`src/rtl/lkc_pkg.sv`:
```
`timescale 1ns / 1ps
// ----------------------------------------------------------------------------
// lkc_pkg: shared types and constants for the LRU key cache tracker
// Field widths, sequencer states and the result word layout.
// ----------------------------------------------------------------------------
package lkc_pkg;

  localparam int LKC_CAPACITY = 16;

  localparam int KEY_W  = 32;
  localparam int SLOT_W = 4;
  localparam int SIZE_W = 5;

  localparam logic [SIZE_W-1:0] SIZE_RST = 5'd16;

  localparam logic KIND_LOOKUP = 1'b0;
  localparam logic KIND_STORE  = 1'b1;

  typedef enum logic [2:0] {
    ST_IDLE,
    ST_SEARCH,
    ST_AGE,
    ST_EV_SCAN,
    ST_EV_READ,
    ST_EV_EMIT,
    ST_INSERT,
    ST_FINAL
  } state_t;

  typedef struct packed {
    logic              hit;
    logic [SLOT_W-1:0] slot;
    logic              evicted;
    logic [KEY_W-1:0]  evicted_key;
    logic [SLOT_W-1:0] evicted_slot;
    logic              last;
  } res_t;

endpackage

```
`src/rtl/lkc_keymem.sv`:
```
`timescale 1ns / 1ps
// ----------------------------------------------------------------------------
// lkc_keymem: key storage
// One write port, one read port with registered read data.
// ----------------------------------------------------------------------------
module lkc_keymem
  import lkc_pkg::*;
#(
  parameter int DEPTH = LKC_CAPACITY,
  parameter int AW    = $clog2(LKC_CAPACITY)
) (
  input  logic             clk,
  input  logic             wr_en,
  input  logic [AW-1:0]    wr_addr,
  input  logic [KEY_W-1:0] wr_data,
  input  logic [AW-1:0]    rd_addr,
  output logic [KEY_W-1:0] rd_data
);

  logic [KEY_W-1:0] mem_r [DEPTH];
  logic [KEY_W-1:0] rd_data_r;

  always_ff @(posedge clk) begin
    if (wr_en) begin
      mem_r[wr_addr] <= wr_data;
    end
  end

  always_ff @(posedge clk) begin
    rd_data_r <= mem_r[rd_addr];
  end

  assign rd_data = rd_data_r;

endmodule

```
`src/rtl/lkc_outreg.sv`:
```
`timescale 1ns / 1ps
// ----------------------------------------------------------------------------
// lkc_outreg: result output register
// Holds one result word until the sink takes it.
// ----------------------------------------------------------------------------
module lkc_outreg
  import lkc_pkg::*;
(
  input  logic              clk,
  input  logic              rst_n,
  input  logic              load,
  input  res_t              res,
  output logic              free,
  output logic              out_valid,
  input  logic              out_ready,
  output logic              out_hit,
  output logic [SLOT_W-1:0] out_slot,
  output logic              out_evicted,
  output logic [KEY_W-1:0]  out_evicted_key,
  output logic [SLOT_W-1:0] out_evicted_slot,
  output logic              out_last
);

  logic out_valid_r;
  logic out_valid_nxt;
  res_t res_r;

  // register can take a new word when empty or being drained this cycle
  assign free = !out_valid_r || out_ready;

  always_comb begin
    out_valid_nxt = out_valid_r;
    if (load) begin
      out_valid_nxt = 1'b1;
    end else if (out_ready) begin
      out_valid_nxt = 1'b0;
    end
  end

  always_ff @(posedge clk) begin
    if (!rst_n) begin
      out_valid_r <= 1'b0;
    end else begin
      out_valid_r <= out_valid_nxt;
    end
  end

  always_ff @(posedge clk) begin
    if (load) begin
      res_r <= res;
    end
  end

  assign out_valid        = out_valid_r;
  assign out_hit          = res_r.hit;
  assign out_slot         = res_r.slot;
  assign out_evicted      = res_r.evicted;
  assign out_evicted_key  = res_r.evicted_key;
  assign out_evicted_slot = res_r.evicted_slot;
  assign out_last         = res_r.last;

endmodule

```
`src/rtl/lkc_ctrl.sv`:
```
`timescale 1ns / 1ps
// ----------------------------------------------------------------------------
// lkc_ctrl: sequencer and entry state
// Search, age, victim scan: one entry per cycle, evictions pausing; insert.
// ----------------------------------------------------------------------------
module lkc_ctrl
  import lkc_pkg::*;
#(
  parameter int CAPACITY = LKC_CAPACITY,
  parameter int IDX_W    = $clog2(LKC_CAPACITY),
  parameter int CNT_W    = $clog2(LKC_CAPACITY + 1)
) (
  input  logic              clk,
  input  logic              rst_n,
  input  logic              in_valid,
  output logic              in_ready,
  input  logic              in_kind,
  input  logic [KEY_W-1:0]  in_key,
  input  logic [SIZE_W-1:0] store_size,
  input  logic              out_free,
  output logic              res_load,
  output res_t              res,
  output logic              mem_wr_en,
  output logic [IDX_W-1:0]  mem_wr_addr,
  output logic [KEY_W-1:0]  mem_wr_data,
  output logic [IDX_W-1:0]  mem_rd_addr,
  input  logic [KEY_W-1:0]  mem_rd_data
);

  localparam int LW = (CNT_W > SIZE_W) ? CNT_W : SIZE_W;

  state_t              state_r, state_nxt;
  logic [CNT_W-1:0]    cnt_r, cnt_nxt;
  logic                kind_r, kind_nxt;
  logic [KEY_W-1:0]    key_r, key_nxt;
  logic                hit_r, hit_nxt;
  logic [IDX_W-1:0]    pos_r, pos_nxt;
  logic [IDX_W-1:0]    rref_r, rref_nxt;
  logic                age_all_r, age_all_nxt;
  logic [IDX_W-1:0]    free_r, free_nxt;
  logic                free_found_r, free_found_nxt;
  logic [IDX_W-1:0]    victim_r, victim_nxt;
  logic [CAPACITY-1:0] valid_r, valid_nxt;
  logic [IDX_W-1:0]    rank_r   [CAPACITY];
  logic [IDX_W-1:0]    rank_nxt [CAPACITY];
  logic [CNT_W-1:0]    count_r, count_nxt;

  logic [IDX_W-1:0] idx;
  logic [CNT_W-1:0] cnt_dec;
  logic [IDX_W-1:0] srch_idx;
  logic             scan_last;
  logic             search_done;
  logic             match;
  logic             hit_now;
  logic [LW-1:0]    sz_ext;
  logic [LW-1:0]    eff;
  logic [LW-1:0]    limit;
  logic             over;
  logic             victim_hit;
  logic             age_hit;

  assign idx         = cnt_r[IDX_W-1:0];
  assign cnt_dec     = cnt_r - 1'b1;
  assign srch_idx    = cnt_dec[IDX_W-1:0];
  assign scan_last   = (cnt_r == CNT_W'(CAPACITY - 1));
  assign search_done = (cnt_r == CNT_W'(CAPACITY));

  // read data is registered, so it belongs to the previous scan address
  assign match   = (cnt_r != '0) && valid_r[srch_idx] && (mem_rd_data == key_r);
  assign hit_now = hit_r || match;

  assign sz_ext = LW'(store_size);
  assign eff    = (sz_ext == '0) ? LW'(1) :
                  (sz_ext > LW'(CAPACITY)) ? LW'(CAPACITY) : sz_ext;
  // a new key needs room for itself
  assign limit  = hit_r ? eff : eff - 1'b1;
  assign over   = (LW'(count_r) > limit);

  assign victim_hit = valid_r[idx] && (CNT_W'(rank_r[idx]) == count_r - 1'b1);
  assign age_hit    = valid_r[idx] && (age_all_r || (rank_r[idx] < rref_r));

  // next state
  always_comb begin
    state_nxt = state_r;
    case (state_r)
      ST_IDLE: begin
        if (in_valid) state_nxt = ST_SEARCH;
      end
      ST_SEARCH: begin
        if (search_done) begin
          if (hit_now) state_nxt = ST_AGE;
          else if (kind_r == KIND_STORE) state_nxt = ST_EV_SCAN;
          else state_nxt = ST_FINAL;
        end
      end
      ST_AGE: begin
        if (scan_last) begin
          if (age_all_r) state_nxt = ST_INSERT;
          else if (kind_r == KIND_STORE) state_nxt = ST_EV_SCAN;
          else state_nxt = ST_FINAL;
        end
      end
      ST_EV_SCAN: begin
        if (!over || (!victim_hit && scan_last)) begin
          state_nxt = hit_r ? ST_FINAL : ST_AGE;
        end else if (victim_hit) begin
          state_nxt = ST_EV_READ;
        end
      end
      ST_EV_READ: begin
        state_nxt = ST_EV_EMIT;
      end
      ST_EV_EMIT: begin
        if (out_free) state_nxt = ST_EV_SCAN;
      end
      ST_INSERT: begin
        state_nxt = ST_FINAL;
      end
      ST_FINAL: begin
        if (out_free) state_nxt = ST_IDLE;
      end
      default: begin
        state_nxt = ST_IDLE;
      end
    endcase
  end

  // outputs
  always_comb begin
    in_ready    = 1'b0;
    res_load    = 1'b0;
    res         = '0;
    mem_wr_en   = 1'b0;
    mem_wr_addr = free_r;
    mem_wr_data = key_r;
    mem_rd_addr = search_done ? '0 : idx;
    case (state_r)
      ST_IDLE: begin
        in_ready = 1'b1;
      end
      ST_EV_READ: begin
        mem_rd_addr = victim_r;
      end
      ST_EV_EMIT: begin
        mem_rd_addr      = victim_r;
        res_load         = out_free;
        res.evicted      = 1'b1;
        res.evicted_key  = mem_rd_data;
        res.evicted_slot = SLOT_W'(victim_r);
      end
      ST_INSERT: begin
        mem_wr_en = 1'b1;
      end
      ST_FINAL: begin
        res_load = out_free;
        res.hit  = hit_r;
        res.slot = (hit_r || (kind_r == KIND_STORE)) ? SLOT_W'(pos_r) : '0;
        res.last = 1'b1;
      end
      default: begin
      end
    endcase
  end

  // datapath and entry state
  always_comb begin
    cnt_nxt        = (state_nxt != state_r) ? '0 : cnt_r + 1'b1;
    kind_nxt       = kind_r;
    key_nxt        = key_r;
    hit_nxt        = hit_r;
    pos_nxt        = pos_r;
    rref_nxt       = rref_r;
    age_all_nxt    = age_all_r;
    free_nxt       = free_r;
    free_found_nxt = free_found_r;
    victim_nxt     = victim_r;
    valid_nxt      = valid_r;
    rank_nxt       = rank_r;
    count_nxt      = count_r;

    if (state_nxt == ST_AGE && state_r != ST_AGE) begin
      age_all_nxt    = (state_r == ST_EV_SCAN);
      free_found_nxt = 1'b0;
    end

    case (state_r)
      ST_IDLE: begin
        if (in_valid) begin
          kind_nxt = in_kind;
          key_nxt  = in_key;
          hit_nxt  = 1'b0;
        end
      end
      ST_SEARCH: begin
        if (match && !hit_r) begin
          hit_nxt  = 1'b1;
          pos_nxt  = srch_idx;
          rref_nxt = rank_r[srch_idx];
        end
      end
      ST_AGE: begin
        if (age_hit) rank_nxt[idx] = rank_r[idx] + 1'b1;
        if (!valid_r[idx] && !free_found_r) begin
          free_nxt       = idx;
          free_found_nxt = 1'b1;
        end
        if (scan_last && !age_all_r) rank_nxt[pos_r] = '0;
      end
      ST_EV_SCAN: begin
        if (over && victim_hit) victim_nxt = idx;
      end
      ST_EV_EMIT: begin
        if (out_free) begin
          valid_nxt[victim_r] = 1'b0;
          rank_nxt[victim_r]  = '0;
          count_nxt           = count_r - 1'b1;
        end
      end
      ST_INSERT: begin
        valid_nxt[free_r] = 1'b1;
        rank_nxt[free_r]  = '0;
        count_nxt         = count_r + 1'b1;
        pos_nxt           = free_r;
      end
      default: begin
      end
    endcase
  end

  always_ff @(posedge clk) begin
    if (!rst_n) begin
      state_r <= ST_IDLE;
      cnt_r   <= '0;
      valid_r <= '0;
      rank_r  <= '{default: '0};
      count_r <= '0;
    end else begin
      state_r <= state_nxt;
      cnt_r   <= cnt_nxt;
      valid_r <= valid_nxt;
      rank_r  <= rank_nxt;
      count_r <= count_nxt;
    end
  end

  always_ff @(posedge clk) begin
    kind_r       <= kind_nxt;
    key_r        <= key_nxt;
    hit_r        <= hit_nxt;
    pos_r        <= pos_nxt;
    rref_r       <= rref_nxt;
    age_all_r    <= age_all_nxt;
    free_r       <= free_nxt;
    free_found_r <= free_found_nxt;
    victim_r     <= victim_nxt;
  end

endmodule

```
`src/rtl/lru_key_cache_tracker.sv`:
```
`timescale 1ns / 1ps
// ----------------------------------------------------------------------------
// lru_key_cache_tracker: LRU tracker for 32-bit content keys
// Lookup/refresh and store with oldest-first eviction reports.
// ----------------------------------------------------------------------------
// Takes one word at a time and drops in_ready until its last result word is
// loaded. Each pass walks the CAPACITY entries one per cycle through a single
// compare/increment unit and the one read port of the key memory, so time
// scales with CAPACITY: a lookup miss takes one search pass, a lookup hit a
// search pass plus a recency pass, a store hit adds a victim scan, and a new
// store runs search, victim scan, aging and insertion. Each eviction pauses
// the victim scan for a key read and a report. Output stalls add directly. A new
// store_size is applied at the next victim scan; lookups never evict.
// ----------------------------------------------------------------------------
module lru_key_cache_tracker
  import lkc_pkg::*;
#(
  parameter int CAPACITY = LKC_CAPACITY
) (
  input  logic              clk,
  input  logic              rst_n,
  input  logic              cfg_wr_en,
  input  logic [SIZE_W-1:0] cfg_wr_data,
  input  logic              in_valid,
  output logic              in_ready,
  input  logic              in_kind,
  input  logic [KEY_W-1:0]  in_key,
  output logic              out_valid,
  input  logic              out_ready,
  output logic              out_hit,
  output logic [SLOT_W-1:0] out_slot,
  output logic              out_evicted,
  output logic [KEY_W-1:0]  out_evicted_key,
  output logic [SLOT_W-1:0] out_evicted_slot,
  output logic              out_last
);

  localparam int IDX_W = $clog2(CAPACITY);
  localparam int CNT_W = $clog2(CAPACITY + 1);

  logic [SIZE_W-1:0] store_size_r;
  logic [SIZE_W-1:0] store_size_nxt;

  logic              out_free;
  logic              res_load;
  res_t              res;
  logic              mem_wr_en;
  logic [IDX_W-1:0]  mem_wr_addr;
  logic [KEY_W-1:0]  mem_wr_data;
  logic [IDX_W-1:0]  mem_rd_addr;
  logic [KEY_W-1:0]  mem_rd_data;

  assign store_size_nxt = cfg_wr_en ? cfg_wr_data : store_size_r;

  always_ff @(posedge clk) begin
    if (!rst_n) begin
      store_size_r <= SIZE_RST;
    end else begin
      store_size_r <= store_size_nxt;
    end
  end

  lkc_ctrl #(
    .CAPACITY (CAPACITY),
    .IDX_W    (IDX_W),
    .CNT_W    (CNT_W)
  ) u_ctrl (
    .clk         (clk),
    .rst_n       (rst_n),
    .in_valid    (in_valid),
    .in_ready    (in_ready),
    .in_kind     (in_kind),
    .in_key      (in_key),
    .store_size  (store_size_r),
    .out_free    (out_free),
    .res_load    (res_load),
    .res         (res),
    .mem_wr_en   (mem_wr_en),
    .mem_wr_addr (mem_wr_addr),
    .mem_wr_data (mem_wr_data),
    .mem_rd_addr (mem_rd_addr),
    .mem_rd_data (mem_rd_data)
  );

  lkc_keymem #(
    .DEPTH (CAPACITY),
    .AW    (IDX_W)
  ) u_keymem (
    .clk     (clk),
    .wr_en   (mem_wr_en),
    .wr_addr (mem_wr_addr),
    .wr_data (mem_wr_data),
    .rd_addr (mem_rd_addr),
    .rd_data (mem_rd_data)
  );

  lkc_outreg u_outreg (
    .clk              (clk),
    .rst_n            (rst_n),
    .load             (res_load),
    .res              (res),
    .free             (out_free),
    .out_valid        (out_valid),
    .out_ready        (out_ready),
    .out_hit          (out_hit),
    .out_slot         (out_slot),
    .out_evicted      (out_evicted),
    .out_evicted_key  (out_evicted_key),
    .out_evicted_slot (out_evicted_slot),
    .out_last         (out_last)
  );

endmodule

```
`config.mk`:
```
export PLATFORM = sky130hd
export DESIGN_NAME = lru_key_cache_tracker
export DESIGN_NICKNAME = d
export VERILOG_FILES = /design/src/rtl/lkc_pkg.sv /design/src/rtl/lkc_keymem.sv /design/src/rtl/lkc_outreg.sv /design/src/rtl/lkc_ctrl.sv /design/src/rtl/lru_key_cache_tracker.sv
export SDC_FILE = /design/constraint.sdc
export NUM_CORES = 1
export LEC_CHECK = 0
export BUFFER_PORTS_ARGS = -buffer_cell sky130_fd_sc_hd__buf_2
export CAP_MARGIN = 10
export CORE_ASPECT_RATIO = 0.7
export CORE_MARGIN = 2
export CORE_UTILIZATION = 55
export DETAILED_ROUTE_END_ITERATION = 10
export PLACE_DENSITY_LB_ADDON = 0.12
export SLEW_MARGIN = 20
export SYNTH_ARGS = -nofsm -noshare
export SYNTH_HDL_FRONTEND = slang
export SYNTH_HIERARCHICAL = 1
export SYNTH_SLANG_ARGS = --single-unit
```
`constraint.sdc`:
```
create_clock -name clk -period 6.1 [get_ports clk]
set_input_delay 1.22 -clock clk [delete_from_list [all_inputs] [get_ports clk]]
set_output_delay 1.22 -clock clk [all_outputs]
set_load 0.01 [all_outputs]
```
Yosys cells after proc, flatten, opt, wreduce, memory -nomap -nowiden
Memory sizes are Yosys's and may differ from the RTL's. A register that Yosys moved wholly into a read port is not among the register bits.
Index checks and enable logic that the tools add are counted.
{ "totals": {"ff_bits": 194, "mem_bits_rw": 512, "input_bits": 43, "output_inout_bits": 45, "n_memories": 1} }
{ "memory_table": {"columns": ["name", "words", "width", "read_ports", "rd_ports_with_merged_regs", "wr", "line", "text"], "rows": [
  ["u_keymem.mem_r", 16, 32, 1, 1, 1, "lkc_keymem.sv:20", "logic [KEY_W-1:0] mem_r [DEPTH];"]
]} }
{ "op_classes": {"addsub": 6, "n_lt_le_gt_ge": 18, "eq_ne": 17, "mux": 66, "bitwise": 15, "reduce_logical": 48} }
{ "ops": {"columns": ["operator", "n"], "rows": [
  ["64-bit two-way mux", 4],
  ["64-bit AND", 3],
  ["64-bit NOT", 3],
  ["64-bit one-hot mux with 3 select lines", 1],
  ["64-bit bitwise mux", 1],
  ["4-bit demux with 4-bit select", 4],
  ["4-bit two-way mux", 11],
  ["37-bit two-way mux", 1],
  ["3-bit two-way mux", 11],
  ["4-bit binary-select mux with 4-bit select", 2],
  ["32-bit equality test", 1],
  ["16-bit one-hot mux with 2 select lines", 1],
  ["5-bit >= comparator (second input constant)", 5],
  ["4-bit NOT with 5-bit output", 5],
  ["3-bit one-hot mux with 8 select lines", 1],
  ["4-bit by 5-bit < comparator with 1-bit output (second input constant)", 4],
  ["5-bit by 1-bit < comparator with 1-bit output (second input constant)", 4],
  ["5-bit two-way mux", 4],
  ["1-bit two-way mux", 17],
  ["16-bit AND", 1],
  ["1-bit logical AND", 16],
  ["16-bit two-way mux", 1],
  ["16-bit NOT", 1],
  ["16-bit OR", 1],
  ["other kinds (34)", 67]
]} }

Longest topological paths before layout
Gate-level depths: netlist (run 1).
{ "depth": {"word_depth": 16, "mapped_depth": 17} }

Cells and area by module
The synthesis (run 1) kept the hierarchy.
{ "by_module_without_submodules": {"columns": ["mod", "instances", "cells_each", "area_each_um2"], "rows": [
  ["lkc_keymem", 1, 838, 19835.3],
  ["lkc_ctrl", 1, 878, 8683.3],
  ["lkc_outreg", 1, 47, 1340.0],
  ["lru_key_cache_tracker", 1, 16, 190.2]
]} }

Worst setup path after synthesis (run 1)
No wires, ideal clock.
{ "synth_path": {"path_kind": "register to register", "startpoint": "reg u_ctrl.state_r[0]", "endpoint": "mem u_keymem.mem_r[0][0] (enable)", "setup_ps": 461, "t_arrival_ps": 3729, "slack_ps": 1910, "path_stages_with_launch": 6, "path_buffers": 1, "period_less_slack_ps": 4190, "cell_sequence": "dfxtp_1 nand3b_1 inv_1 clkbuf_1 or3b_2 nor3_1"} }
{ "synth_via": {"elab_chain_len": 4} }
{ "synth_rtl": {"columns": ["element", "line", "text"], "rows": [
  ["start, declared", "lkc_ctrl.sv:32", "state_t state_r, state_nxt;"],
  ["start signal, assigned", "lkc_ctrl.sv:238", "state_r <= state_nxt;"],
  ["3-bit equality test", "lkc_ctrl.sv:137", "case (state_r)"],
  ["1-bit two-way mux", "lkc_ctrl.sv:137", null],
  ["via mem_wr_en", "lru_key_cache_tracker.sv:47", "logic mem_wr_en;"],
  ["1-bit two-way mux", "lkc_keymem.sv:24", "if (wr_en) begin"],
  ["1-bit two-way mux (implied by the code)", "lkc_keymem.sv:25", "mem_r[wr_addr] <= wr_data;"],
  ["end, declared", "lkc_keymem.sv:20", null]
]} }
The timed path passes the listed nets, and every way through them passes these cells.

Worst setup path after layout (run 1)
{ "layout_path": {"startpoint": "reg u_ctrl.cnt_r[0]", "endpoint": "reg u_ctrl/rank_r[20] (netlist name)"} }
{ "layout_via": {"elab_chain_len": 12, "elab_cells_between_ends": 23} }
{ "layout_rtl": {"columns": ["element", "line", "text"], "rows": [
  ["start, declared", "lkc_ctrl.sv:33", "logic [CNT_W-1:0] cnt_r, cnt_nxt;"],
  ["start signal, assigned", "lkc_ctrl.sv:239", "cnt_r <= cnt_nxt;"],
  ["4-bit NOT with 5-bit output (implied by the code)", "lkc_ctrl.sv:80, lkc_ctrl.sv:202", null],
  ["4-bit binary-select mux with 4-bit select", "lkc_ctrl.sv:80, lkc_ctrl.sv:202", null],
  ["4-bit two-way mux (implied by the code) (2 in a row)", "lkc_ctrl.sv:80, lkc_ctrl.sv:202", null],
  ["4-bit < comparator", "lkc_ctrl.sv:80", "assign age_hit = valid_r[idx] && (age_all_r || (rank_r[idx] < rref_r));"],
  ["1-bit logical OR", "lkc_ctrl.sv:80", null],
  ["1-bit logical AND", "lkc_ctrl.sv:80", null],
  ["64-bit two-way mux", "lkc_ctrl.sv:202", "if (age_hit) rank_nxt[idx] = rank_r[idx] + 1'b1;"],
  ["64-bit two-way mux", "lkc_ctrl.sv:186", "case (state_r)"],
  ["64-bit AND (no source line)", null, null],
  ["64-bit two-way mux *", "lkc_ctrl.sv:207", "if (scan_last && !age_all_r) rank_nxt[pos_r] = '0;"],
  ["64-bit one-hot mux with 3 select lines *", "lkc_ctrl.sv:186", null],
  ["end signal, assigned", "lkc_ctrl.sv:241", "rank_r <= rank_nxt;"],
  ["end, declared", "lkc_ctrl.sv:44", "logic [IDX_W-1:0] rank_r [CAPACITY];"]
]} }
Every way passes the cells marked *; elsewhere a longest branch is shown, timed or not. The select of a mux whose other input is x is not followed.
A chain may end at the register's enable or synchronous reset.

==> metrics.csv, run 1 <==
metric;value;unit
clk sink count;738;
predominant post-synthesis flop cell;edfxtp_1;
root buf cell;clkbuf_16;
CTS tree;done;
Async S/R FF share, synth;0;%
Setup WS pre-CTS;1.77;ns
# diodes;0;
Vias;17466;
FF+latch count, synth;738;
initial antenna violation count;2;
vias in the first global route;16800;
Synth Cell Area;0.0300;mm^2
routed vias/inst;6.53;
worst relative slew slack;28.6;%
Peak supply drop;0.000274;V
drt wl/cell;29.6;um
syn_nets;1840;
Area Overhead vs Synth;12.8;%
CORE AREA;0.0538;mm^2
port buffer count;87;
final setup TNS;0;ns
Worst Hold Class;reg -> reg;
switching pwr;2.20;mW
CTS hold repair buffers;0;
LEAKAGE;10.8;nW
EDFF count, synth;606;
WP data arrival;5.01;ns
Filler Cells Inserted;3866;
MaxCap Viol Count;0;
Synth area leader;edfxtp_1;
largest net degree at the start of global routing;80;
Detailed Route WL;79.2;mm
DR pass1 iterations;6;
largest fanout on the critical path;27;
Remaining DRCs;0;
fmax;222;MHz
I/O pins;88;
multi-input logic area;0.00884;mm^2
Critical Path Start Type;register;
Ys Warns;6;
clk_lat worst skew;0.61;ns
Register-to-Register Setup Slack;1.59;ns
Final #Nets;1952;
Netlist cell types;72;
Total Routing Usage GR;28.6;%
share of the synthesized area in the top cell type;60.6;%
sequential standard cell area;0.0208;mm^2
Die ar.;0.0565;mm^2
combinational share of power;4.5;%
pwr dens;309;mW/mm^2
fin crit period;4.51;ns
sw frac;21.0;%
DIE HEIGHT;200;um
worst setup margin;1.59;ns
Setup CP Type;reg -> reg;
post-CTS sizing;0;
Max Root-Sink Buffers;3;
CTS H-tree depth;3;
Tcrit/Tclk final;73.9;%
Detailed Place HPWL;48.4;mm
Clock Skews;0.0159;ns
Num CTS Buffers;68;
post-route ant nets;0;
Int Power;8.26;mW
crit end category;register;
Reg clk slew, reported paths;0.07;ns
critical path required time;6.60;ns
register share of total power;53.2;%
leading post-synthesis cells by cell area;edfxtp_1 61%, mux4_2 12%, dfxtp_1 8.8%;
first-pass GRT wire length;116;mm
die width;283;um
DRT iter0 DRCs;2036;
Post-CTS Setup Inserts;0;
sequential cell area fraction in the yosys report;69.4;%
share of layout cells above drive strength 1;23.8;%
hold violation count in the final report;0;
Least-Margin Pin Slew;1.07;ns
Post-Syn Instances;1779;
initial core utilization;55.8;%
final setup fails;0;
Slew Limit Fails;0;
GP Congestion;0.949;
Cell Rows;71;
grt total ovfl;0;
RSZ-0062 raised after global routing;no;
Clk pwr share;42.3;%
run status;finished clean;
syn avg cell area;16.9;um^2
## through the flow
| step | instance area (um^2) | std cells | utilization [%] | total power [mW] | hold slack (ns) |
|---|---|---|---|---|---|
| after floorplan | 30000 | 1779 | - | 5.98 | 0.424 |
| after global placement | 31500 | 2546 | 58.5 | 6.13 | 0.446 |
| after detailed placement | 31600 | 2551 | 58.7 | 6.14 | 0.458 |
| after CTS | 33900 | 2675 | 63.0 | 10.5 | 0.467 |
| after global routing | 33900 | 2675 | 63.0 | 10.8 | 0.497 |
| final | 33900 | 2675 | 63.0 | 10.5 | 0.465 |
## layer usage
layer	up-vias	part of all wire (%)	global-route usage [%]
li1	7331	-	-
met1	9063	44	44.1
met2	973	42	39.5
met3	97	13	9.55
met4	2	1.7	6.21
met5	-	0.016	0
## cell usage in the layout, fill, tap and decap left out, types with 8 or more instances in the layout
master,synthesis,layout
a21oi_1,24,24
a22o_1,25,25
a22oi_1,76,76
a32o_1,19,19
and2_1,49,47
buf_2,15,87
buf_4,10,41
bufinv_16,0,9
clkbuf_1,49,15
clkbuf_16,0,70
clkinv_2,0,14
dfxtp_1,132,130
edfxtp_1,606,606
ha_1,18,18
inv_1,26,26
mux2i_1,18,18
mux4_2,164,164
nand2_1,95,95
nand2b_1,19,19
nand3_1,27,27
nand3b_1,8,8
nand4_1,12,12
nor2_1,108,94
nor2_4,0,14
nor2b_1,17,15
nor3_1,26,22
nor4_1,8,8
o21ai_0,32,32
o22ai_1,24,24
xnor2_1,37,37
xor2_1,9,9
## Yosys cell counts, types with 5 or more instances
library cell,instances
mux2_2,7
a22o_1,25
nand2_1,95
and2_1,49
a21oi_1,24
clkbuf_1,49
xnor2_1,37
o221a_2,5
mux4_2,164
nor3_1,26
a31oi_1,6
edfxtp_1,606
nand3_1,27
o21ai_0,32
nor2b_1,17
xor2_1,9
nor4_1,8
a22oi_1,76
dfxtp_1,132
buf_2,15
inv_1,26
or3_1,7
and3_1,8
o31ai_1,9
buf_4,10
nand3b_1,8
buf_1,15
o21a_1,7
nand4_1,12
nand2b_1,19
nor2_1,108
a32o_1,19
ha_1,18
mux2i_1,18
o22ai_1,24
## worst max-delay path, stage by stage (launching register included)
cell and delay [ns]:
dfxtp_2 0.56, buf_4 0.49, nor2b_1 0.15, a22oi_1 0.29, nand2_1 0.13, o21ai_0 0.36, ha_1 0.32, nor2_1 0.15
o41ai_1 0.11, a31oi_1 0.49, and3_1 0.59, o311ai_0 0.21, a22o_1 0.30, a22o_1 0.24
## path summary, 6_finish.rpt
check / startpoint / endpoint / depth (start not counted)
worst max register to register: u_ctrl/cnt_r[0] / u_ctrl/rank_r[20] / 13
worst max-delay path: u_ctrl/cnt_r[0] / u_ctrl/rank_r[20] / 13
worst min-delay path: u_ctrl/free_found_r / u_ctrl/free_found_r / 2
worst min register to register: u_ctrl/free_found_r / u_ctrl/free_found_r / 2
## power groups by stage
stage          combinational (mW)  sequential, mW  clock (mW)
3_3_place_gp                0.464            5.67           0
6_report                    0.473            5.56        4.43
3_5_place_dp                0.468            5.67           0
4_1_cts                     0.471            5.56        4.50
2_1_floorplan               0.351            5.63           0
5_1_grt                     0.503            5.57        4.69
## cell type report
| cell class | count | share of cell area (%) |
|---|---|---|
| Sequential cell | 738 | 61.5 |
| Tap cell | 730 | 2.70 |
| Clock inverter | 35 | 1.31 |
| Timing Repair Buffer | 135 | 2.61 |
| Inverter | 27 | 0.299 |
| Multi-Input combinational cell | 921 | 26.1 |
| Clock buffer | 89 | 5.50 |
## state kept, by name, summed over array words and instances (netlist names), 5 cells and up
| register | flops |
|---|---|
| u_keymem/mem_r | 512 |
| u_ctrl/rank_r | 64 |
| u_ctrl/mem_wr_data | 32 |
| u_keymem/rd_data | 32 |
| u_outreg/out_evicted_key | 32 |
| u_ctrl/valid_r | 16 |
| store_size_r | 5 |
| u_ctrl/cnt_r | 5 |
| u_ctrl/count_r | 5 |
## kinds of logic after synthesis
logic type	after synthesis	synth area share (%)
simple gates	398	6.51
fa+ha+maj	18	0.750
buf+inv	120	1.79
compound gates	263	6.59
xor+xnor	49	1.50
mux	193	13.5
flops	738	69.4
Power figures use the tool's default switching activity.
==> inputs of run 2 (changes only) <==
- clock period: 6.1 -> 4.1 ns (I/O delays scaled with it)
==> run 2 against run 1 <==
- sequential share of layout area shrank 0.54 points
- via count is 0.76% higher
- core utilization grew 0.56 points
- sequential cell count unchanged
- maximum frequency up 14%
- cell area grew 0.89%
- worst hold slack got worse by 0.064 ns
- final cell count grew 1.9%
==> metrics.csv, run 2 (synthesis results as in run 1) <==
metric;value;unit
Cells after DPL;2601;
Top Metal Used;met4;
Filler Cells Inserted;3859;
I/O pins;88;
Setup WS pre-CTS;0.109;ns
Max Root-Sink Buffers;3;
multi-input logic area;0.00886;mm^2
largest reg by FF count;u_keymem/mem_r;
run status;finished clean;
pwr dens;447;mW/mm^2
WHS Endpoint;u_ctrl/mem_wr_data[28];
Area Overhead vs Synth;13.8;%
fin crit period;3.96;ns
largest fanout on the critical path;14;
CTS H-tree depth;3;
CORE AREA;0.0538;mm^2
largest net degree at the start of global routing;84;
MaxCap Viol Count;0;
Routed met3 length;10.1;mm
Num CTS Buffers;69;
final setup fails;0;
Least-Margin Pin Slew;1.07;ns
final setup TNS;0;ns
Worst Hold Slack;0.401;ns
Critical Path Start Type;register;
Cell Rows;71;
reg2reg end;u_ctrl/rank_r[20];
sequential standard cell area;0.0208;mm^2
first-pass GRT wire length;118;mm
Largest regs;u_keymem/mem_r (512), u_ctrl/rank_r (64);
Core Util, Final;63.5;%
Clock Skews;0.0188;ns
Worst Hold Class;in -> reg;
max FFs per register;512;
Post-Layout Cell Count;2726;
routed length on met1;35.3;mm
vias in the first global route;17048;
Remaining DRCs;0;
Post-CTS Setup Inserts;0;
Final #Nets;2003;
Tcrit/Tclk final;96.6;%
Peak supply drop;0.000279;V
Die ar.;0.0565;mm^2
critical path required time;4.58;ns
die width;283;um
post-route ant nets;0;
hold violation count in the final report;0;
DR pass1 iterations;6;
DIE HEIGHT;200;um
worst setup margin;0.141;ns
Reg clk slew, reported paths;0.06;ns
Hold Startpoint;in_key[28];
clk_lat worst skew;0.59;ns
CTS tree;done;
root buf cell;clkbuf_16;
R2R cell count;13;
commonest non-fill, non-tap cell in the layout;edfxtp_1;
routed vias/inst;6.46;
Setup CP Type;reg -> reg;
port buffer count;87;
LEAKAGE;11.0;nW
clk sink count;738;
Vias;17598;
share of layout cells above drive strength 1;25.3;%
worst relative slew slack;28.6;%
crit end category;register;
routed wl met2;34.3;mm
Detailed Place HPWL;51.5;mm
DRT iter0 DRCs;2251;
GP Congestion;1.08;
WHS Path Cells;1;
Slew Limit Fails;0;
grt total ovfl;0;
Register-to-Register Setup Slack;0.14;ns
Total Routing Usage GR;29.2;%
fmax;253;MHz
reg2reg start;u_ctrl/cnt_r[1];
Detailed Route WL;81.0;mm
most frequent cells in the layout;606 x edfxtp_1, 164 x mux4_2, 130 x dfxtp_1;
drt wl/cell;29.7;um
initial core utilization;55.8;%
initial antenna violation count;1;
WP data arrival;4.44;ns
==> run 2: worst max-delay path by stage <==
stage / start / end / slack, ns
after floorplan: u_ctrl/state_r[0] / u_keymem/mem_r[4][0] / 0.22
after global placement: u_ctrl/cnt_r[1] / u_ctrl/rank_r[42] / 0.25
after detailed placement: u_ctrl/cnt_r[1] / u_ctrl/rank_r[58] / 0.11
after CTS: u_ctrl/cnt_r[1] / u_ctrl/rank_r[42] / 0.09
after global routing: u_ctrl/cnt_r[1] / u_ctrl/rank_r[20] / -0.008
final: u_ctrl/cnt_r[1] / u_ctrl/rank_r[20] / 0.14
==> run 2: final cells by class <==
cell class                 count  share of cell area (%)
timing repair buffer         185                    3.72
antenna                        1                 0.00732
multi-input combinational    921                    25.9
sequential                   738                    61.0
clock inverter                25                   0.743
inverter                      27                   0.296
clock buffer                  99                    5.68
tap                          730                    2.67
==> run 2: through the flow <==
| stage | total power [mW] | cell area [um^2] |
|---|---|---|
| detailed placement | 9.16 | 32000 |
| finish | 15.3 | 34200 |
| floorplan | 8.90 | 30100 |
| global placement | 9.15 | 32000 |
| CTS | 15.4 | 34200 |
| global route | 15.7 | 34200 |
==> run 2: critical path, cell delays in order (launching register included) <==
cell      delay (ns)
dfxtp_2         0.46
buf_4           0.31
mux2i_1         0.18
a22oi_1         0.24
nand2_1         0.13
o21ai_0         0.28
ha_1            0.29
nor2_1          0.19
o41ai_2         0.11
a31oi_2         0.48
and3_1          0.43
o311ai_0        0.18
a22o_1          0.30
a22o_1          0.24
==> run 2: per-layer routing <==
metal  track usage [%]  up-vias
met4              5.80        0
met3              9.11      100
met2              41.2      979
met5                 0        -
met1              44.9     9078
li1                  -     7441
==> run 2: report_power, final <==
| part | switching [mW] | internal (mW) |
|---|---|---|
| clock | 2.65 | 3.62 |
| sequential | 0.107 | 8.15 |
| combinational | 0.394 | 0.347 |
| total | 3.15 | 12.1 |
==> run 2: what timing repair did <==
| item | 4_1_cts | 5_1_grt |
|---|---|---|
| hold endpoints to repair | 0 | 0 |
| setup endpoints to repair | 0 | 49 |
| hold buffers | 0 | 0 |
| gates resized for setup | 0 | 3 |
